==> src/rtl/rtdc_pkg.sv <==
// ----------------------------------------------------------------------------
// rtdc_pkg - shared types and constants
// Widths, register map codes and fixed-point constants of the RTD converter.
// ----------------------------------------------------------------------------
package rtdc_pkg;

    localparam int CHANNELS = 3;
    localparam int CH_IW    = 2;

    // register map, index = paddr[4:2]
    localparam logic [2:0] REG_REF   = 3'd0;
    localparam logic [2:0] REG_GAIN0 = 3'd1;
    localparam logic [2:0] REG_GAIN2 = 3'd3;
    localparam logic [2:0] REG_OFF0  = 3'd4;
    localparam logic [2:0] REG_OFF2  = 3'd6;

    localparam logic [16:0] REF_RST  = 17'd68800;
    localparam logic [15:0] GAIN_RST = 16'd16384;

    // square root chain: 58-bit radicand, one root bit per cell
    localparam int SQ_DW = 58;
    localparam int SQ_RW = 29;
    localparam int SQ_MW = 31;

    localparam logic [43:0] DISC_BASE = 44'd15274808890000;
    localparam logic [27:0] DISC_STEP = 28'd144375000;
    localparam logic [28:0] ROOT_BASE = 29'd390830000;

    typedef struct packed {
        logic [1:0]  channel;
        logic [7:0]  fault;
        logic [16:0] r16;
        logic        ok;
        logic        lin;
        logic [14:0] lin_q;
    } t_side;

endpackage

==> src/rtl/rtdc_back.sv <==
// ----------------------------------------------------------------------------
// rtdc_back - quadratic scaling, calibration and output register
// Divide by 115500 through a reciprocal, gain/offset, saturate, validity.
// ----------------------------------------------------------------------------
module rtdc_back
    import rtdc_pkg::*;
#(
    parameter logic signed [17:0] TEMP_MIN = -18'sd2560,
    parameter logic signed [17:0] TEMP_MAX = 18'sd9600
) (
    input  logic               i_clk,
    input  logic               i_rst_n,
    input  logic               i_en,
    input  logic               i_valid,
    input  logic [SQ_RW-1:0]   i_root,
    input  t_side              i_side,
    input  logic [15:0]        i_gain [CHANNELS],
    input  logic [13:0]        i_off  [CHANNELS],
    output logic               o_valid,
    output logic [1:0]         o_channel,
    output logic [16:0]        o_resistance,
    output logic signed [17:0] o_raw_temp,
    output logic               o_raw_ok,
    output logic signed [17:0] o_temp,
    output logic               o_reading_valid,
    output logic [7:0]         o_fault,
    output logic               o_clear
);

    logic [4:0]         r_vld;
    t_side              r_s0, r_s1, r_s2, r_s3;
    logic [31:0]        r_y0, r_y1;
    logic [17:0]        r_q01;
    logic [16:0]        r_q2;
    logic signed [17:0] r_raw3;
    logic signed [34:0] r_prod3;
    logic signed [13:0] r_off3;

    logic [28:0]        n_num;
    logic [34:0]        n_x;
    logic [49:0]        n_rp;
    logic [32:0]        n_chk;
    logic [CH_IW-1:0]   n_cal;
    logic signed [17:0] n_raw;
    logic signed [34:0] n_rnd;
    logic signed [20:0] n_scaled;
    logic signed [21:0] n_sum;
    logic signed [17:0] n_sat;

    always_comb begin
        n_num    = ROOT_BASE - i_root;
        n_x      = {n_num, 6'b0} + 35'd57750;
        n_rp     = 50'(r_y0) * 50'd148743;
        n_chk    = 33'(r_y1) - 33'(r_q01) * 33'd28875;
        n_cal    = (r_s2.channel < CH_IW'(CHANNELS)) ? r_s2.channel : '0;
        n_raw    = !r_s2.ok ? 18'sd0
                 : r_s2.lin ? -$signed(18'(r_s2.lin_q)) : $signed(18'(r_q2));
        n_rnd    = r_prod3 + 35'sd8192;
        n_scaled = 21'(n_rnd >>> 14);
        n_sum    = 22'(n_scaled) + 22'(r_off3);
        if (n_sum > 22'sd131071) begin
            n_sat = 18'sd131071;
        end else if (n_sum < -22'sd131072) begin
            n_sat = -18'sd131072;
        end else begin
            n_sat = 18'(n_sum);
        end
    end

    always_ff @(posedge i_clk) begin
        if (!i_rst_n) begin
            r_vld <= '0;
        end else if (i_en) begin
            r_vld <= {r_vld[3:0], i_valid};
        end
    end

    always_ff @(posedge i_clk) begin
        if (i_en) begin
            r_s0 <= i_side;
            r_y0 <= n_x[33:2];

            r_s1  <= r_s0;
            r_y1  <= r_y0;
            r_q01 <= n_rp[49:32];

            r_s2 <= r_s1;
            r_q2 <= 17'(r_q01) + 17'(n_chk >= 33'd28875);

            r_s3    <= r_s2;
            r_raw3  <= n_raw;
            r_prod3 <= 35'(n_raw) * $signed({19'b0, i_gain[n_cal]});
            r_off3  <= $signed(i_off[n_cal]);

            o_channel       <= r_s3.channel;
            o_resistance    <= r_s3.r16;
            o_raw_temp      <= r_raw3;
            o_raw_ok        <= r_s3.ok;
            o_temp          <= r_s3.ok ? n_sat : 18'sd0;
            o_reading_valid <= r_s3.ok && (n_sat >= TEMP_MIN) && (n_sat <= TEMP_MAX);
            o_fault         <= r_s3.fault;
            o_clear         <= (r_s3.fault != 8'd0);
        end
    end

    assign o_valid = r_vld[4];

endmodule

==> config.mk <==
export PLATFORM = sky130hd
export DESIGN_NAME = rtdc_back
export DESIGN_NICKNAME = d
export VERILOG_FILES = /design/src/rtl/rtdc_pkg.sv /design/src/rtl/rtdc_back.sv
export SDC_FILE = /design/constraint.sdc
export NUM_CORES = 2
export LEC_CHECK = 0
export BUFFER_PORTS_ARGS = -buffer_cell sky130_fd_sc_hd__buf_4
export CAP_MARGIN = 5
export CELL_PAD_IN_SITES_DETAIL_PLACEMENT = 1
export CELL_PAD_IN_SITES_GLOBAL_PLACEMENT = 2
export CORE_AREA = 2 2 295 297
export CTS_CLUSTER_DIAMETER = 200
export DETAILED_ROUTE_END_ITERATION = 16
export DIE_AREA = 0 0 297 299
export PLACE_DENSITY_LB_ADDON = 0.1
export SLEW_MARGIN = 20
export SYNTH_ARGS = -nofsm -noshare
export SYNTH_HDL_FRONTEND = slang
export SYNTH_SLANG_ARGS = --single-unit
==> constraint.sdc <==
create_clock -name i_clk -period 16.85 [get_ports i_clk]
set_input_delay 0.8425 -clock i_clk [delete_from_list [all_inputs] [get_ports i_clk]]
set_output_delay 0.8425 -clock i_clk [all_outputs]
set_load 0.02 [all_outputs]
==> flow_metrics.py <==
metrics = {
    "sta": {
        "fin_crit_sh_pct": 55.2,
        "rsz0062_at_grt": "no",
        "finalSetupTns_ns": 0,
        "finalCriticalPeriod_ns": 9.30,
        "finalSetupViolCount": 0,
        "max_clock_freq_ghz": 0.108,
        "worst_slew_pin_slew_ns": 1.06,
        "timing.final.hold_violations": 0,
        "slew_headroom_pct": 29.0,
        "clock_skew_ns": 0.0326,
        "maxSlewViolCount": 0,
    },
    "critical_path": {
        "cp_data_required_time_ns": 17.20,
        "critPathCaptureType": "flop",
        "cp_max_fo": 11,
        "crit_path_start_kind": "flop",
        "max_stage_delay_ns": 0.63,
        "cp_data_arrival_time_ns": 9.65,
        "cpMostUsedCell": "fa_1",
        "cp_slowest_cell": "o311ai_4",
        "worstSetupPathType": "flop to flop",
    },
    "clocking": {
        "cts_buffer_depth": 3,
        "insertion_delay_ns": 0.61,
        "numClockSinks": 376,
        "cts_made_buffers": 44,
        "clkTransAtPathRegs_ns": 0.06,
        "post_cts_buffers": 0,
        "cts_tree": "built",
        "h-tree-depth": 2,
        "root_buffer": "clkbuf_16",
        "ctsResizeCount": 0,
        "hold_buffers": 0,
    },
    "flow_run": {
        "drv_cap": 0,
    },
    "logic_synthesis": {
        "ys_seq_area_share_pct": 28.8,
        "synth_cell_types": 93,
        "synth_top_area_share_pct": 28.5,
        "dominantRegCellSynth": "edfxtp_1",
        "netlist_area_sq_mm": 0.0390,
        "synth-edff-count": 371,
        "yosys_warnings": 0,
        "yosysMostFrequentCell": "inv_1",
        "synth-seq-cells": 376,
        "synth_async_sr_flop_share_pct": 0,
        "syn_inst": 3568,
        "synth_area_leaders": "edfxtp_1 (29%), fa_1 (27%), ha_1 (15%)",
        "synth_area_per_cell_sq_um": 10.9,
        "synth_top_area_cell": "edfxtp_1",
        "yosys-top-cells-count": "inv_1 (807), fa_1 (533), ha_1 (475)",
        "synth_nets": 4743,
    },
    "run_status": {
        "status": "completed",
    },
    "detailed_routing": {
        "drcViolationCount": 0,
        "wl_met3_um": 2090,
        "dr.pass1.iters": 5,
        "final_antenna_net_count": 0,
        "drt-wirelength-per-cell_um": 19.4,
        "first_iter_violations": 908,
        "dr_wl_met2_um": 54000,
        "via_per_inst": 5.12,
        "vias": 25537,
        "wl_met1_um": 38400,
        "routed_wl_um": 96500,
        "dr.max_layer_used": "met4",
    },
    "grt": {
        "gr-total-overflow": 0,
        "grt_start_max_net_pins": 89,
        "track_usage_pct": 22.3,
        "grt_pass1_vias": 29420,
        "antenna_found_initial": 0,
        "grt_pass1_wl_um": 157000,
    },
    "placed_design": {
        "portBuffers": 232,
        "post-dp-hpwl_um": 79800,
        "place_congestion": 0.851,
    },
    "cells_and_area": {
        "finish.utilization_pct": 50.6,
        "fillerInstances": 9368,
        "final_nets": 4972,
        "drive_above_1_share_pct": 9.37,
        "diodes": 0,
        "area.growth.synth_to_final_pct": 11.4,
    },
    "die": {
        "die_area_sq_mm": 0.0888,
        "start_util_pct": 45.4,
        "rows": 108,
        "ios": 234,
        "dieWidth_um": 297,
        "core_sq_mm": 0.0859,
        "die-height_um": 299,
    },
    "hold_path": {
        "hp-class": "flop to flop",
    },
}
state kept, by name (all words and copies together) (netlist names), 14 cells and up:
signal	cells
r_s0	44
r_s1	44
r_s2	44
r_s3	28
r_y0	28
r_y1	28
r_prod3	22
o_raw_temp	18
o_temp	18
r_q01	18
r_raw3	18
o_resistance	17
r_q2	17
r_off3	14
cell usage in the layout (no fill, tap or decap), drive strengths merged, types with 5 or more instances in the layout:
master,n
a2111oi,6
a211o,7
a211oi,29
a21o,41
a21oi,115
a31oi,18
and2,10
and3,21
buf,251
clkbuf,58
clkinv,23
dfxtp,5
edfxtp,371
fa,533
ha,475
inv,809
mux2,9
mux2i,28
nand2,239
nand2b,31
nand3,36
nand4,17
nor2,187
nor2b,57
nor3,46
nor4,14
o2111ai,5
o211ai,8
o21a,23
o21ai,69
o21bai,7
o22a,11
o22ai,8
o31ai,7
or2,6
or3,6
or4,5
xnor2,114
xor2,57
stage by stage:
stage                     worst slack (ns)  std cells  instance area [sq um]  hold slack, ns
final                                 7.55       4985                  43500           0.405
after detailed placement              7.45       4906                  42100           0.406
after floorplan                       8.50       3568                  39000           0.400
after global routing                  6.99       4985                  43500           0.388
after CTS                             7.42       4985                  43500           0.372
after global placement                7.39       4905                  42100           0.400
kinds of logic (layout without fill, tap and decap cells):
group                      after synthesis  count (layout)  synth area share [%]
adders and majority gates             1009            1009                  42.6
buffers and inverters                  882            1144                  8.51
and+or+nand+nor                        693             693                  8.34
AOI/OAI and AO/OA                      400             400                  6.97
DFF                                    376             376                  28.8
xor gates and xnor gates               171             171                  3.84
muxes                                   37              37                 0.977
final timing paths:
check        slack, ns  cells past startpoint     endpoint  startpoint
min reg2reg       0.41                      0     r_s3[27]    r_s2[27]
max reg2reg       7.55                     30  r_prod3[34]     r_s2[6]
min               0.41                      0     r_s3[27]    r_s2[27]
max               7.55                     30  r_prod3[34]     r_s2[6]
layout make-up:
cell class                 instances  area, sq um  share of cell area, %
sequential                       376        11200                   25.8
clock buffer                      58         1170                   2.70
inverter                         814         3060                   7.03
clock inverter                    21          175                  0.403
timing repair buffer             251         1900                   4.37
multi-input combinational       2310        24500                   56.3
tap                             1155         1450                   3.32
routing by layer:
| layer | GRT usage (%) | vias to the layer above |
|---|---|---|
| met3 | 2.26 | 103 |
| li1 | - | 11998 |
| met1 | 25.8 | 13197 |
| met4 | 5.39 | 0 |
| met2 | 43.8 | 239 |
| met5 | 0 | - |
critical path, delay by kind of cell (launching register included):
kind                       cells  cell delay [ns]
and+or+nand+nor                8             2.05
adders and majority gates      7             3.11
AOI/OAI and AO/OA              9             2.74
buffers and inverters          5             0.64
xor gates and xnor gates       1             0.08
DFF                            1             0.42
Power is left out: the tool's default activity adds up to more than one toggle a clock period on the data nets, which glitch-free logic cannot reach.
