==> src/rtl/rtdc_pkg.sv <==
// ----------------------------------------------------------------------------
// rtdc_pkg - shared types and constants
// Widths, register map codes and fixed-point constants of the RTD converter.
// ----------------------------------------------------------------------------
package rtdc_pkg;

    localparam int CHANNELS = 3;
    localparam int CH_IW    = 2;

    // register map, index = paddr[4:2]
    localparam logic [2:0] REG_REF   = 3'd0;
    localparam logic [2:0] REG_GAIN0 = 3'd1;
    localparam logic [2:0] REG_GAIN2 = 3'd3;
    localparam logic [2:0] REG_OFF0  = 3'd4;
    localparam logic [2:0] REG_OFF2  = 3'd6;

    localparam logic [16:0] REF_RST  = 17'd68800;
    localparam logic [15:0] GAIN_RST = 16'd16384;

    // square root chain: 58-bit radicand, one root bit per cell
    localparam int SQ_DW = 58;
    localparam int SQ_RW = 29;
    localparam int SQ_MW = 31;

    localparam logic [43:0] DISC_BASE = 44'd15274808890000;
    localparam logic [27:0] DISC_STEP = 28'd144375000;
    localparam logic [28:0] ROOT_BASE = 29'd390830000;

    typedef struct packed {
        logic [1:0]  channel;
        logic [7:0]  fault;
        logic [16:0] r16;
        logic        ok;
        logic        lin;
        logic [14:0] lin_q;
    } t_side;

endpackage

==> src/rtl/rtdc_front.sv <==
// ----------------------------------------------------------------------------
// rtdc_front - resistance, linear fit and discriminant
// Five stages: ratio*Rref, rounding and range checks, then the linear
// divide-by-77 and the 58-bit discriminant for the square root chain.
// ----------------------------------------------------------------------------
module rtdc_front
    import rtdc_pkg::*;
(
    input  logic             i_clk,
    input  logic             i_rst_n,
    input  logic             i_en,
    input  logic             i_valid,
    input  logic [1:0]       i_channel,
    input  logic [15:0]      i_raw_code,
    input  logic [7:0]       i_fault,
    input  logic [16:0]      i_ref,
    output logic             o_valid,
    output logic [SQ_DW-1:0] o_disc,
    output t_side            o_side
);

    logic [4:0]  r_vld;
    // stage 0
    logic [31:0] r_p;
    logic [1:0]  r_ch0;
    logic [7:0]  r_f0;
    logic        r_nz0;
    // stage 1
    logic [16:0] r_r16_1;
    logic [1:0]  r_ch1;
    logic [7:0]  r_f1;
    logic        r_ok1, r_lin1;
    logic [20:0] r_linx1;
    logic [15:0] r_d1;
    // stage 2
    t_side       r_s2;
    logic [20:0] r_linx2;
    logic [43:0] r_m2;
    logic [35:0] r_linp2;
    // stage 3
    t_side       r_s3;
    logic [20:0] r_linx3;
    logic [43:0] r_d03;
    logic [14:0] r_linq3;
    // stage 4
    t_side            r_s4;
    logic [SQ_DW-1:0] r_disc4;

    logic [32:0] n_sum;
    logic [16:0] n_r16;
    logic [13:0] n_diff;
    logic [57:0] n_dw;
    logic [21:0] n_lrem;
    t_side       n_s4;

    always_comb begin
        n_sum  = 33'(r_p) + 33'd16384;
        n_r16  = n_sum[31:15];
        n_diff = 14'(17'd16000 - n_r16);
        n_dw   = 58'(r_d03);
        n_lrem = 22'(r_linx3) - 22'(r_linq3) * 22'd77;
        n_s4       = r_s3;
        n_s4.lin_q = r_linq3 + 15'(n_lrem >= 22'd77);
    end

    always_ff @(posedge i_clk) begin
        if (!i_rst_n) begin
            r_vld <= '0;
        end else if (i_en) begin
            r_vld <= {r_vld[3:0], i_valid};
        end
    end

    always_ff @(posedge i_clk) begin
        if (i_en) begin
            r_p   <= 32'(i_raw_code[15:1]) * 32'(i_ref);
            r_ch0 <= i_channel;
            r_f0  <= i_fault;
            r_nz0 <= (i_raw_code[15:1] != 15'd0);

            r_r16_1 <= n_r16;
            r_ch1   <= r_ch0;
            r_f1    <= r_f0;
            r_ok1   <= r_nz0 && (r_f0 == 8'd0) && (n_r16 >= 17'd1600)
                       && (n_r16 <= 17'd80000);
            r_lin1  <= (n_r16 < 17'd16000);
            r_linx1 <= (21'(n_diff) << 6) + (21'(n_diff) << 4) + 21'd38;
            r_d1    <= 16'(n_r16 - 17'd16000);

            r_s2.channel <= r_ch1;
            r_s2.fault   <= r_f1;
            r_s2.r16     <= r_r16_1;
            r_s2.ok      <= r_ok1;
            r_s2.lin     <= r_lin1;
            r_s2.lin_q   <= '0;
            r_linx2      <= r_linx1;
            r_m2         <= 44'(DISC_STEP) * 44'(r_d1);
            r_linp2      <= 36'(r_linx1) * 36'd27235;

            r_s3    <= r_s2;
            r_linx3 <= r_linx2;
            r_d03   <= DISC_BASE - r_m2;
            r_linq3 <= r_linp2[35:21];

            // times 10000 = 8192 + 1024 + 512 + 256 + 16
            r_disc4 <= (n_dw << 13) + (n_dw << 10) + (n_dw << 9) + (n_dw << 8)
                       + (n_dw << 4);
            r_s4    <= n_s4;
        end
    end

    assign o_valid = r_vld[4];
    assign o_disc  = r_disc4;
    assign o_side  = r_s4;

endmodule

==> config.mk <==
export PLATFORM = sky130hd
export DESIGN_NAME = rtdc_front
export DESIGN_NICKNAME = d
export VERILOG_FILES = /design/src/rtl/rtdc_pkg.sv /design/src/rtl/rtdc_front.sv
export SDC_FILE = /design/constraint.sdc
export NUM_CORES = 2
export LEC_CHECK = 0
export ABC_AREA = 1
export BUFFER_PORTS_ARGS = -buffer_cell sky130_fd_sc_hd__buf_2
export CORE_UTILIZATION = 40
export DETAILED_ROUTE_END_ITERATION = 8
export PLACE_DENSITY = 0.58
export SETUP_SLACK_MARGIN = 0.4
export SLEW_MARGIN = 20
export SYNTH_ARGS = -nofsm -noshare
export SYNTH_HDL_FRONTEND = slang
export SYNTH_SLANG_ARGS = --single-unit
==> constraint.sdc <==
create_clock -name i_clk -period 7.4 [get_ports i_clk]
set_input_delay 0.74 -clock i_clk [delete_from_list [all_inputs] [get_ports i_clk]]
set_output_delay 0.74 -clock i_clk [all_outputs]
set_load 0.03 [all_outputs]
==> flow_summary_export.csv <==
group,metric,value,unit
timing,period_share,84.7,%
place,post-place-ws,0.938,ns
detailed_routing,drt_wl_total,101000,um
clock_tree,hold_buffers,0,
synthesis,yosys_warnings,0,
timing,finalHoldViolCount,0,
clock_tree,tritoncts,"built",
global_route,antenna_found_initial,0,
detailed_routing,drtAntennaViolNets,0,
floorplan,die_w,333,um
timing,fin_setup_tns,0,ns
floorplan,num_io_pins,150,
timing,fmax,160,MHz
worst_setup_path,worstSetupStartpointType,"flip-flop",
final_layout,nets,5917,
synthesis,synth_top_family_by_area,"adder cells",
detailed_routing,via_per_inst,4.92,
timing,relSlewSlack,45.8,%
synthesis,yosys_register_bits,382,
synthesis,synth_edf_count,377,
global_route,grt_max_degree,150,
synthesis,synth_xor_area_share,3.94,%
synthesis,syn_area,43700,sq um
detailed_routing,wl_met2,50200,um
detailed_routing,wl_per_cell,16.3,um
timing,timing.final.ws_setup,1.13,ns
worst_hold_path,hold_path_end,"r_ch0[0]$_DFFE_PP_",
worst_setup_path,rr_startpoint,"r_r16_1[5]$_DFFE_PP_",
synthesis,syn_inst,4632,
worst_hold_path,hold_path.class,"in -> reg",
floorplan,start_util,40.6,%
place,placed_area,46000,sq um
clock_tree,htreeDepth,2,
job,cap_violations,0,
synthesis,syn_area_per_cell,9.44,sq um
clock_tree,post-cts-setup-buffers,0,
floorplan,num_rows,120,
place,portBuffers,141,
worst_setup_path,reg2reg_slack,1.13,ns
detailed_routing,maxUsedRoutingLayer,"met4",
synthesis,synth-simple-area-share,13.5,%
synthesis,yosysSeqAreaShare,26.1,%
timing,worst_pin_slew,0.812,ns
detailed_routing,drt-met1-wl,45900,um
timing,finalSetupViolations,0,
detailed_routing,drc,0,
clock_tree,clkSinkCount,382,
timing,period_minus_slack,6.27,ns
global_route,grt-ovfl-total,0,
detailed_routing,wl_met3,3230,um
worst_setup_path,end_kind,"flip-flop",
detailed_routing,drt-initial-drc-count,1784,
worst_setup_path,crit_required,7.70,ns
status,outcome,"complete, no violations",
clock_tree,clkTransAtPathRegs,0.06,ns
worst_hold_path,hp-start,"i_channel[0]",
floorplan,fp.dieH,333,um
global_route,first_global_vias,32000,
synthesis,yosysUniqueCellTypes,57,
clock_tree,clkLatencyLatePin,0.60,ns
worst_setup_path,rr_worst_depth,21,
final_layout,fin_area,47400,sq um
final_layout,diodes,0,
final_layout,drive_gt1_share,5.33,%
synthesis,async_reset_ff_share,0,%
place,dp.final_hpwl,85000,um
final_layout,fillerInstances,10600,
global_route,grt_first_pass_wirelength,166000,um
detailed_routing,vias,30500,
final_layout,area_growth,8.46,%
timing,slew_viol_final,0,
worst_setup_path,critical_path_class,"reg -> reg",
place,gp_congestion,0.926,
floorplan,dieArea,111000,sq um
floorplan,core_area,108000,sq um
synthesis,synth_flop_cell,"edfxtp_1",
worst_setup_path,reg2reg_to,"r_m2[38]$_DFFE_PP_",
global_route,grtUsageTotal,18.7,%
clock_tree,cts_resized,0,
detailed_routing,first_pass_iters,6,
synthesis,synth_compound_area_share,5.98,%
synthesis,synth.area.mux_share,0,%
timing,rsz0062_at_grt,"false",
clock_tree,root_buffer,"clkbuf_16",
worst_hold_path,holdPathStages,1,
synthesis,synthAdderAreaFrac,41.2,%
worst_setup_path,critical_path.max_fanout,8,
clock_tree,cts_inserted_buffers,41,
worst_setup_path,worstPathArrival,6.57,ns
timing,skew,0.0306,ns
clock_tree,clk_path_buf_depth,3,
## routing by layer
metal	track usage (%)	vias up
met4	3.62	0
met5	0	-
met1	24.8	14900
met2	33.5	552
met3	1.24	103
li1	-	15000
## registers in the layout, summed over array words and instances, names as in the netlist
signal / cells
r_d1: 9
r_linp2: 15
r_ch0: 2
r_linx3: 16
r_r16_1: 17
r_m2: 40
r_ok1: 1
r_linx2: 16
r_linq3: 15
r_d03: 40
n_s4: 29
r_f1: 8
r_s2: 29
r_ch1: 2
r_vld: 5
r_p: 18
r_linx1: 16
r_nz0: 1
o_disc: 50
r_lin1: 1
r_f0: 8
o_side: 44
## through the flow
step	hold WS (ns)	instances	utilization (%)
global route	0.292	6208	44.0
finish	0.325	6208	44.0
global placement	0.400	6132	42.8
CTS	0.284	6208	44.0
floorplan	0.400	4638	-
detailed placement	0.405	6132	42.8
## cell type report
| class | count | area [sq um] | share of cell area [%] |
|---|---|---|---|
| Clock buffer | 45 | 1040 | 2.20 |
| Clock inverter | 31 | 339 | 0.715 |
| Inverter | 1011 | 3790 | 8.00 |
| Multi-Input combinational cell | 3187 | 28300 | 59.6 |
| Sequential cell | 382 | 11400 | 24.1 |
| Tap cell | 1403 | 1760 | 3.70 |
| Timing Repair Buffer | 149 | 788 | 1.66 |
## synthesized netlist by cell type (all sizes together), types with 2 or more instances
master | count | area [sq um]
nor2 | 320 | 1250
a21boi | 4 | 30.0
or2 | 6 | 37.5
dfxtp | 5 | 100
o211a | 3 | 30.0
xnor2 | 44 | 393
a21oi | 214 | 1070
a211oi | 3 | 22.5
clkbuf | 41 | 154
o211ai | 9 | 67.6
o2111ai | 3 | 26.3
o31ai | 6 | 45.0
nor4 | 18 | 113
nand2 | 832 | 3170
and3 | 2 | 12.5
xor2 | 147 | 1330
fa | 568 | 11400
o21ai | 140 | 704
o221ai | 3 | 26.3
ha | 530 | 6630
a21o | 27 | 203
o21bai | 19 | 143
o21a | 7 | 52.6
a31oi | 23 | 144
edfxtp | 377 | 11300
buf | 17 | 95.1
nand3 | 154 | 781
nand3b | 5 | 37.5
inv | 1010 | 3790
nand4 | 41 | 257
nor3 | 43 | 226
## worst max-delay path, cell delays in order (launching register included)
cell,delay (ns)
edfxtp_1,0.62
fa_1,0.65
inv_1,0.13
fa_1,0.55
inv_1,0.05
fa_1,0.50
inv_1,0.05
fa_1,0.46
fa_1,0.54
inv_1,0.06
fa_1,0.49
ha_1,0.38
a21oi_1,0.28
a21boi_0,0.32
o21ai_0,0.14
nand2_1,0.09
nand3_1,0.12
a21o_1,0.21
nand2_1,0.08
nand2_1,0.05
nand2_1,0.06
nand2_1,0.12
## logic make-up (layout without fill, tap and decap cells)
logic type	Yosys count	after routing
AOI/OAI and AO/OA	467	467
other	1	7
DFF	382	382
adders and majority gates	1098	1098
xor gates and xnor gates	191	191
and+or+nand+nor	1424	1424
buffers and inverters	1069	1236
## worst max-delay path by stage
stage | start | end | slack (ns) | cells past startpoint
after floorplan | i_raw_code[7] | r_p[21]$_DFFE_PP_ | 1.25 | 22
after global placement | i_raw_code[15] | r_p[30]$_DFFE_PP_ | 0.97 | 21
after detailed placement | i_raw_code[15] | r_p[26]$_DFFE_PP_ | 0.94 | 20
after CTS | r_r16_1[5]$_DFFE_PP_ | r_m2[31]$_DFFE_PP_ | 1.16 | 19
after global routing | r_r16_1[5]$_DFFE_PP_ | r_m2[38]$_DFFE_PP_ | 0.84 | 21
final | r_r16_1[5]$_DFFE_PP_ | r_m2[38]$_DFFE_PP_ | 1.13 | 21
## placed cells by master (no fill, tap or decap), types with 6 or more instances in the layout
cell type,netlist,layout
inv_1,1005,1005
nor3_1,42,42
o21ai_1,9,9
clkinv_1,1,7
a21oi_1,214,214
nand2_2,12,12
o21ai_0,130,130
ha_1,530,530
nor4_1,18,18
xor2_1,143,143
o21a_1,7,7
fa_1,568,568
buf_4,8,7
xnor2_1,43,43
nand3_1,152,152
nand2_1,818,818
conb_1,1,7
clkinv_2,0,7
o31ai_1,6,6
clkbuf_16,0,41
nand4_1,41,41
a21o_1,27,27
nor2_1,313,313
edfxtp_1,377,377
o211ai_1,9,9
or2_2,6,6
o21bai_1,19,19
buf_2,1,140
a31oi_1,23,23
Power is not shown: default switching activity piles up to over one toggle a cycle in this logic, so the estimate is an artifact.
