**src/rtl/rtdc_pkg.sv**
```systemverilog
// ----------------------------------------------------------------------------
// rtdc_pkg - shared types and constants
// Widths, register map codes and fixed-point constants of the RTD converter.
// ----------------------------------------------------------------------------
package rtdc_pkg;

    localparam int CHANNELS = 3;
    localparam int CH_IW    = 2;

    // register map, index = paddr[4:2]
    localparam logic [2:0] REG_REF   = 3'd0;
    localparam logic [2:0] REG_GAIN0 = 3'd1;
    localparam logic [2:0] REG_GAIN2 = 3'd3;
    localparam logic [2:0] REG_OFF0  = 3'd4;
    localparam logic [2:0] REG_OFF2  = 3'd6;

    localparam logic [16:0] REF_RST  = 17'd68800;
    localparam logic [15:0] GAIN_RST = 16'd16384;

    // square root chain: 58-bit radicand, one root bit per cell
    localparam int SQ_DW = 58;
    localparam int SQ_RW = 29;
    localparam int SQ_MW = 31;

    localparam logic [43:0] DISC_BASE = 44'd15274808890000;
    localparam logic [27:0] DISC_STEP = 28'd144375000;
    localparam logic [28:0] ROOT_BASE = 29'd390830000;

    typedef struct packed {
        logic [1:0]  channel;
        logic [7:0]  fault;
        logic [16:0] r16;
        logic        ok;
        logic        lin;
        logic [14:0] lin_q;
    } t_side;

endpackage

```
**src/rtl/rtdc_sqrt_cell.sv**
```systemverilog
// ----------------------------------------------------------------------------
// rtdc_sqrt_cell - one root bit of the integer square root
// Brings in the next two radicand bits, tries the subtract, passes on.
// ----------------------------------------------------------------------------
module rtdc_sqrt_cell
    import rtdc_pkg::*;
(
    input  logic             i_clk,
    input  logic             i_rst_n,
    input  logic             i_en,
    input  logic             i_valid,
    input  logic [SQ_MW-1:0] i_rem,
    input  logic [SQ_RW-1:0] i_root,
    input  logic [SQ_DW-1:0] i_data,
    input  t_side            i_side,
    output logic             o_valid,
    output logic [SQ_MW-1:0] o_rem,
    output logic [SQ_RW-1:0] o_root,
    output logic [SQ_DW-1:0] o_data,
    output t_side            o_side
);

    logic             r_vld;
    logic [SQ_MW-1:0] r_rem;
    logic [SQ_RW-1:0] r_root;
    logic [SQ_DW-1:0] r_data;
    t_side            r_side;

    logic [SQ_MW+1:0] n_cur, n_trial, n_diff;
    logic             n_ge;

    always_comb begin
        n_cur   = {i_rem, i_data[SQ_DW-1 -: 2]};
        n_trial = {2'b00, i_root, 2'b01};
        n_diff  = n_cur - n_trial;
        n_ge    = (n_cur >= n_trial);
    end

    always_ff @(posedge i_clk) begin
        if (!i_rst_n) begin
            r_vld <= 1'b0;
        end else if (i_en) begin
            r_vld <= i_valid;
        end
    end

    always_ff @(posedge i_clk) begin
        if (i_en) begin
            r_rem  <= n_ge ? n_diff[SQ_MW-1:0] : n_cur[SQ_MW-1:0];
            r_root <= {i_root[SQ_RW-2:0], n_ge};
            r_data <= {i_data[SQ_DW-3:0], 2'b00};
            r_side <= i_side;
        end
    end

    assign o_valid = r_vld;
    assign o_rem   = r_rem;
    assign o_root  = r_root;
    assign o_data  = r_data;
    assign o_side  = r_side;

endmodule

```
**config.mk**
```make
export PLATFORM = sky130hd
export DESIGN_NAME = rtdc_sqrt_cell
export DESIGN_NICKNAME = d
export VERILOG_FILES = /design/src/rtl/rtdc_pkg.sv /design/src/rtl/rtdc_sqrt_cell.sv
export SDC_FILE = /design/constraint.sdc
export NUM_CORES = 1
export LEC_CHECK = 0
export BUFFER_PORTS_ARGS = -buffer_cell sky130_fd_sc_hd__buf_2
export CAP_MARGIN = 20
export CORE_MARGIN = 2
export CORE_UTILIZATION = 31
export CTS_BUF_LIST = sky130_fd_sc_hd__clkbuf_4 sky130_fd_sc_hd__clkbuf_8
export DETAILED_ROUTE_END_ITERATION = 16
export GPL_TIMING_DRIVEN = 0
export SYNTH_ARGS = -nofsm -noshare
export SYNTH_HDL_FRONTEND = slang
export SYNTH_SLANG_ARGS = --single-unit
```
**constraint.sdc**
```tcl
create_clock -name i_clk -period 3.82 [get_ports i_clk]
set_input_delay 0.764 -clock i_clk [delete_from_list [all_inputs] [get_ports i_clk]]
set_output_delay 0.764 -clock i_clk [all_outputs]
set_load 0.01 [all_outputs]
```
==> results of run 1 <==
==> metrics by stage <==
| step | TNS [ps] | util [%] | setup slack, ps |
|---|---|---|---|
| 2_1_floorplan | 0 | - | 820 |
| 3_3_place_gp | -11140 | 40.7 | -138 |
| 3_5_place_dp | 0 | 40.8 | 126 |
| 4_1_cts | 0 | 42.6 | 641 |
| 5_1_grt | 0 | 42.6 | 460 |
| 6_report | 0 | 42.6 | 650 |
==> registers in the layout, summed over array words and instances, names as in the netlist <==
signal   cells
o_side      44
o_root      29
o_rem       31
o_valid      1
o_data      56
==> cells by family after synthesis <==
family          share of synthesized area (%)
buf+inv                                  3.15
simple gates                             6.58
fa+ha+maj                                5.65
mux                                     0.748
compound gates                           10.3
other cells                            0.0546
flops                                    70.3
xor+xnor                                 3.19
==> where the power goes <==
group | internal (mW) | switching [mW]
clock network | 0.494 | 0.741
logic | 0.318 | 0.450
registers | 2.14 | 0.0365
total | 2.95 | 1.23
==> layer usage <==
layer	GRT usage [%]	wire, um	up-vias
met4	6.97	509	0
li1	-	-	2478
met3	4.27	1400	22
met1	19.3	7840	2482
met2	30.6	10800	224
met5	0	0	-
==> cell type report <==
| type | count | area [um2] |
|---|---|---|
| diodes | 1 | 2.50 |
| plain buffers | 12 | 73.8 |
| clock buffers | 18 | 241 |
| clock inverters | 14 | 144 |
| fillers | 2128 | 12500 |
| inverters | 38 | 143 |
| multi-input cells | 269 | 1830 |
| flip-flops and latches | 161 | 4820 |
| well taps | 280 | 350 |
| repair buffers | 327 | 1670 |
==> path summary, 6_finish.rpt <==
path	from	to	slack, ps	depth (start not counted)
hold / removal	i_data[25]	o_data[27]$_DFFE_PP_	460	1
hold reg to reg	o_valid$_SDFFE_PN0P_	o_valid$_SDFFE_PN0P_	550	2
setup reg to reg	o_valid$_SDFFE_PN0P_	o_valid$_SDFFE_PN0P_	3210	2
setup / recovery	i_root[0]	o_rem[23]$_DFFE_PP_	650	13
==> placed cells by master, fill, tap and decap left out, types with 5 or more instances in the layout <==
cell type and instances:
o21a_1 5, o21ai_1 5, a21oi_1 25, xnor2_1 16, inv_1 38, nor2_1 17
o21ai_0 34, xor2_1 9, nor3_1 5, inv_6 5, a21o_1 6, edfxtp_1 160
nand2_1 51, buf_2 329, ha_1 31, clkbuf_8 17
==> worst register-to-register path, stage by stage, from the launching register on <==
cell and delay (ps):
dfxtp_1 330, mux2i_1 120, nor2b_1 60
==> results.md, run 1 <==
* Antenna violations before repair at 0
* Core area at 21,800 um2
* DRC marker count from the first detailed-route iteration at 286
* Total power at about 4.2 mW
* Layout Skew at 0 ps
* Finished Layout Cells at 1,120
* Hold Buf Count CTS at 0
* Buffers plus inverters on the worst setup path at 4
* Clock Tree Root: clkbuf_8
* Vias in the first global route at between 5,000 and 6,000
* CTS Buf Count at 17
* Cells after DPL at approximately 1,100
* Row cnt at 54
* GR Overflow Total at 0
* Starting Density at between 30% and 40%
* Flops & latches, synth at about 160
* Post-synth top flop: edfxtp_1
* P&R area growth vs syn at 35.1%
* Die Span X at 153 um
* Setup Fix Bufs, Post-CTS at 0
* Area of the die at 23,300 um2
* Post-synth top area cell: edfxtp_1
* Delay-heaviest family, CP: compound AO/OA/AOI/OAI gates
* Max-slew violation count at 0
* # resized after CTS at 0
* Static Leak at 4.05 nW
* Crit-path max cell delay at approximately 430 ps
* Synth top area share at 70.0%
* CTS sink cnt at 161
* DRC at 0
* Worst Max-Slew Pin Slew at 659 ps
* Port bufs at about 330
* Critical Path Start Type: input port
* Largest cells by area after synthesis: edfxtp_1 (70%), ha_1 (5.7%), nand2_1 (2.8%), o21ai_0 (2.5%), inv_1 (2.1%)
* # IOs at 329
* CTS tree: built
* Latest clock arrival within the worst-skew pair at about 460 ps
* PD cells at 451 nW/um2
* Post-route ant nets at 0
* Cell Area, Synth at 6860 um2
* First-pass GRT wire length at 29,900 um
* Critical path class: input port to register
* Post-synth EDFFs at 160
* CTS H-tree depth at 4
* Tcrit/Tclk final at between 80% and 90%
* Final net count at 1,023
* CP cell instances: buf_2 > inv_1 > ha_1 > o21ai_1 > a22oi_1 > a221o_2 > a31oi_4 > a21oi_2 > a31oi_4 > buf_6 > buf_4 > nand2_1 > o21ai_0
* Final Wtd Congestion at 0.801
* Synth cell types at 55
* CP Max Fanout at 10
* Hold crit path type: input port to register
* Yosys warning count at 0
* Via count at 5,206
* TritonRoute pass-1 iters at 4
* CP Capture Type: register
* Commonest cells post-synth: edfxtp_1 (160), nand2_1 (51), inv_1 (38), o21ai_0 (34), ha_1 (31)
* Bufs on Longest Clock Path at 2
* Share of cells above drive strength 1 at 45.8%
* Most used cell along the critical path: a31oi_4
* Mapped Avg Cell Area at 14.3 um2
* Max-cap viol count at 0
* Final wirelength at 20,500 um
* Die height at 153 um
* Clk slew on worst S/H paths at 110 ps
* Maximum VDD drop at 181 uV
* Mapped Cells at roughly 480
* Status: complete, no violations
* Largest net degree at the start of global routing at 100
* Worst hold margin at 464 ps
* Number of vias per cell at 4.65
* Asr flop ratio synth at 0%
* WL/cell at approximately 18 um
* Fin. Hold Viols at 0
* Setup repair after global routing missed its margin: no
* Final setup viols at 0
* CP required at about 4000 ps
* Relative slew slack at between 50% and 60%
* Final Critical Period at 3170 ps
* Placed cell area at 8880 um2
* Fmax at around 320 MHz
* Top-count cell post-synth: edfxtp_1
* Register area share after synthesis at 70.3%
* Slowest CP cell: a21oi_2
* CP arrival at 3360 ps
* Detailed placement HPWL at 16,000 um
* All-Layer GR Usage at 17.0%
* Cell area after layout at slightly above 9000 um2
(Power assumes the default switching activity.)
==> inputs of run 2 (changes only) <==
clock period = 2.54 ns   (was 3.82 ns; I/O delays follow)
==> run 2 against run 1 <==
Compared with the run above:
- the run now ends with negative setup slack left
- power grew 58%
- combinational power rose by 67%
- die area unchanged
- global-route usage barely moved
- first-iteration DRC count increased by 4.9%
- sequential share of layout area decreased by 2.6 points
- final area rose by 5.3%
- clock skew did not move
- largest cell class unchanged
- highest routed layer is now met5
==> results.md, run 2 (synthesis gave the netlist of run 1 again) <==
* Max FFs per register at 56 (unchanged)
* DRC at 0 (unchanged)
* Fillers at 2,055 (was 2,128)
* R2r setup slk at 1940 ps (was 3210 ps)
* Die Span X at 153 um (unchanged)
* TritonRoute pass-1 iters at 4 (unchanged)
* Cells after DPL at 1,087 (unchanged)
* Total power at 6.60 mW (was 4.18 mW)
* Setup repair after global routing missed its margin: yes (was no)
* Finished Layout Cells at 1,134 (was 1,120)
* Reg-to-Reg Start: o_valid$_SDFFE_PN0P_ (unchanged)
* Most common cell after layout, fill and taps aside: buf_2 (unchanged)
* Antenna violations before repair at 4 (was 0)
* Static Leak at 4.18 nW (was 4.05 nW)
* Fmax at 393 MHz
* CP required at 2730 ps (was 4010 ps)
* CTS H-tree depth at 4 (unchanged)
* Final Wtd Congestion at 0.780 (was 0.801)
* First-pass GRT wire length at 30,200 um (was 29,900 um)
* Via count at 5,256 (was 5,206)
* Row cnt at 54 (unchanged)
* All-Layer GR Usage at 17.1% (was 17.0%)
* CTS sink cnt at 161 (unchanged)
* Share of cells above drive strength 1 at 50.9% (was 45.8%)
* Final WS setup at -6.59 ps (was 650 ps)
* Bufs on Longest Clock Path at 2 (unchanged)
* CTS Buf Count at 17 (unchanged)
* Core area at 21,800 um2 (unchanged)
* # IOs at 329 (unchanged)
* Tcrit/Tclk final at 100%
* Reg2reg path depth at 2 (unchanged)
* Setup TNS Final at -6.59 ps (was 0 ps)
* Clock Tree Root: clkbuf_8 (unchanged)
* Maximum VDD drop at 381 uV (was 181 uV)
* Fin. Hold Viols at 0 (unchanged)
* DRC marker count from the first detailed-route iteration at 300 (was 286)
* Die height at 153 um (unchanged)
* Starting Density at 31.5% (unchanged)
* Critical path class: input port to register (unchanged)
* GR Overflow Total at 0 (unchanged)
* Detailed placement HPWL at 15,900 um (was 16,000 um)
* Worst Max-Slew Pin Slew at 669 ps (was 659 ps)
* WHS Path Cells at 1 (unchanged)
* Failing checks: negative setup slack
* WL/cell at 18.2 um (was 18.3 um)
* Max-cap viol count at 0 (unchanged)
* Area of the die at 23,300 um2 (unchanged)
* Hold crit path type: input port to register (unchanged)
* Final wirelength at 20,600 um (was 20,500 um)
* Min-delay src: i_data[42] (was i_data[25])
* Layout Skew at 0 ps (unchanged)
* CTS tree: built (unchanged)
* Final net count at 1,037 (was 1,023)
* PD cells at 676 nW/um2 (was 451 nW/um2)
* CP arrival at 2740 ps (was 3360 ps)
* CP startpoint: i_root[0] (unchanged)
* Status: finished, violations left (was complete, no violations)
* Port bufs at 326 (unchanged)
* R2R Path End: o_valid$_SDFFE_PN0P_ (unchanged)
* Max-slew violation count at 0 (unchanged)
* CP Max Fanout at 4 (was 10)
* Clk slew on worst S/H paths at 120 ps (was 110 ps)
* CP Capture Type: register (unchanged)
* Most frequent cells in the layout: buf_2 (325), edfxtp_1 (160), nand2_1 (50) (was buf_2 (329), edfxtp_1 (160), nand2_1 (51))
* Final Critical Period at between 2000 and 3000 ps
* Vias in the first global route at 5,186 (was 5,061)
* Number of vias per cell at 4.63 (was 4.65)
* Post-place setup slack at -846 ps (was 126 ps)
* Final setup viols at 1 (was 0)
* Largest net degree at the start of global routing at 124 (was 100)
* Hold worst-path end: o_data[44]$_DFFE_PP_ (was o_data[27]$_DFFE_PP_)
* P&R area growth vs syn at 42.3% (was 35.1%)
* Post-route ant nets at 0 (unchanged)
* Latest clock arrival within the worst-skew pair at 440 ps (was 460 ps)
* Critical Path Start Type: input port (unchanged)
* Relative slew slack at 55.4% (was 56.0%)
run 2: cell types whose count changed in the layout (fill, tap and decap cells not counted), moves of 3 or more:
cell / previous run / this run
o21ai_0: 34 / 31
ha_4: 0 / 9
a21oi_1: 25 / 21
ha_2: 0 / 5
ha_1: 31 / 17
buf_8: 0 / 3
buf_2: 329 / 325
inv_1: 38 / 35
buf_4: 4 / 15
buf_6: 2 / 5
run 2: per-layer routing:
| layer | routed length [um] | track usage [%] |
|---|---|---|
| met1 | 7630 | 18.7 |
| met2 | 11100 | 31.6 |
| met3 | 1500 | 5.29 |
| met4 | 350 | 5.03 |
| met5 | 42 | 0 |
run 2: worst max path at each step:
| stage | to | slack (ps) | cells after the start |
|---|---|---|---|
| 2_1_floorplan | o_rem[30]$_DFFE_PP_ | -7 | 10 |
| 3_3_place_gp | o_valid$_SDFFE_PN0P_ | -1200 | 3 |
| 3_5_place_dp | o_rem[19]$_DFFE_PP_ | -850 | 14 |
| 4_1_cts | o_rem[19]$_DFFE_PP_ | 3 | 13 |
| 5_1_grt | o_rem[30]$_DFFE_PP_ | -130 | 11 |
| 6_report | o_rem[30]$_DFFE_PP_ | -7 | 11 |
run 2: worst max-delay path: stages:
cell,delay (ps)
buf_8,100
inv_6,50
ha_4,200
or2b_1,220
a21oi_4,90
o311ai_4,280
nand3_2,150
o31a_1,380
a311oi_2,410
mux2i_1,220
o311ai_1,110
run 2: layout make-up:
class	instances	area, um2	share of cell area [%]
diodes	1	2.50	0.0256
plain buffers	12	105	1.08
clock buffers	17	234	2.40
clock inverters	15	203	2.08
inverters	38	148	1.51
multi-input cells	269	2100	21.5
flip-flops and latches	161	4820	49.4
well taps	280	350	3.59
repair buffers	341	1800	18.5
run 2: report_power, final:
part	internal (mW)	switching (mW)	leakage [nW]	total, mW
sequential	3.22	0.0553	1.57	3.27
clock	0.864	1.18	0.219	2.05
combinational	0.558	0.719	2.39	1.28
total	4.64	1.96	4.18	6.60
run 2: timing repair:
action,4_1_cts,5_1_grt
gates resized for setup,7,40
hold buffers,0,0
endpoints found under the setup margin,31,27
setup buffers,3,11
pin swaps,6,19
hold endpoints to repair,0,0
run 2: metrics by stage:
stage	hold WS, ps	cell area, um2	util [%]
floorplan	538	7030	-
global placement	497	9010	41.4
detailed placement	516	9050	41.6
CTS	190	9540	43.8
global route	179	9770	44.9
finish	212	9770	44.9
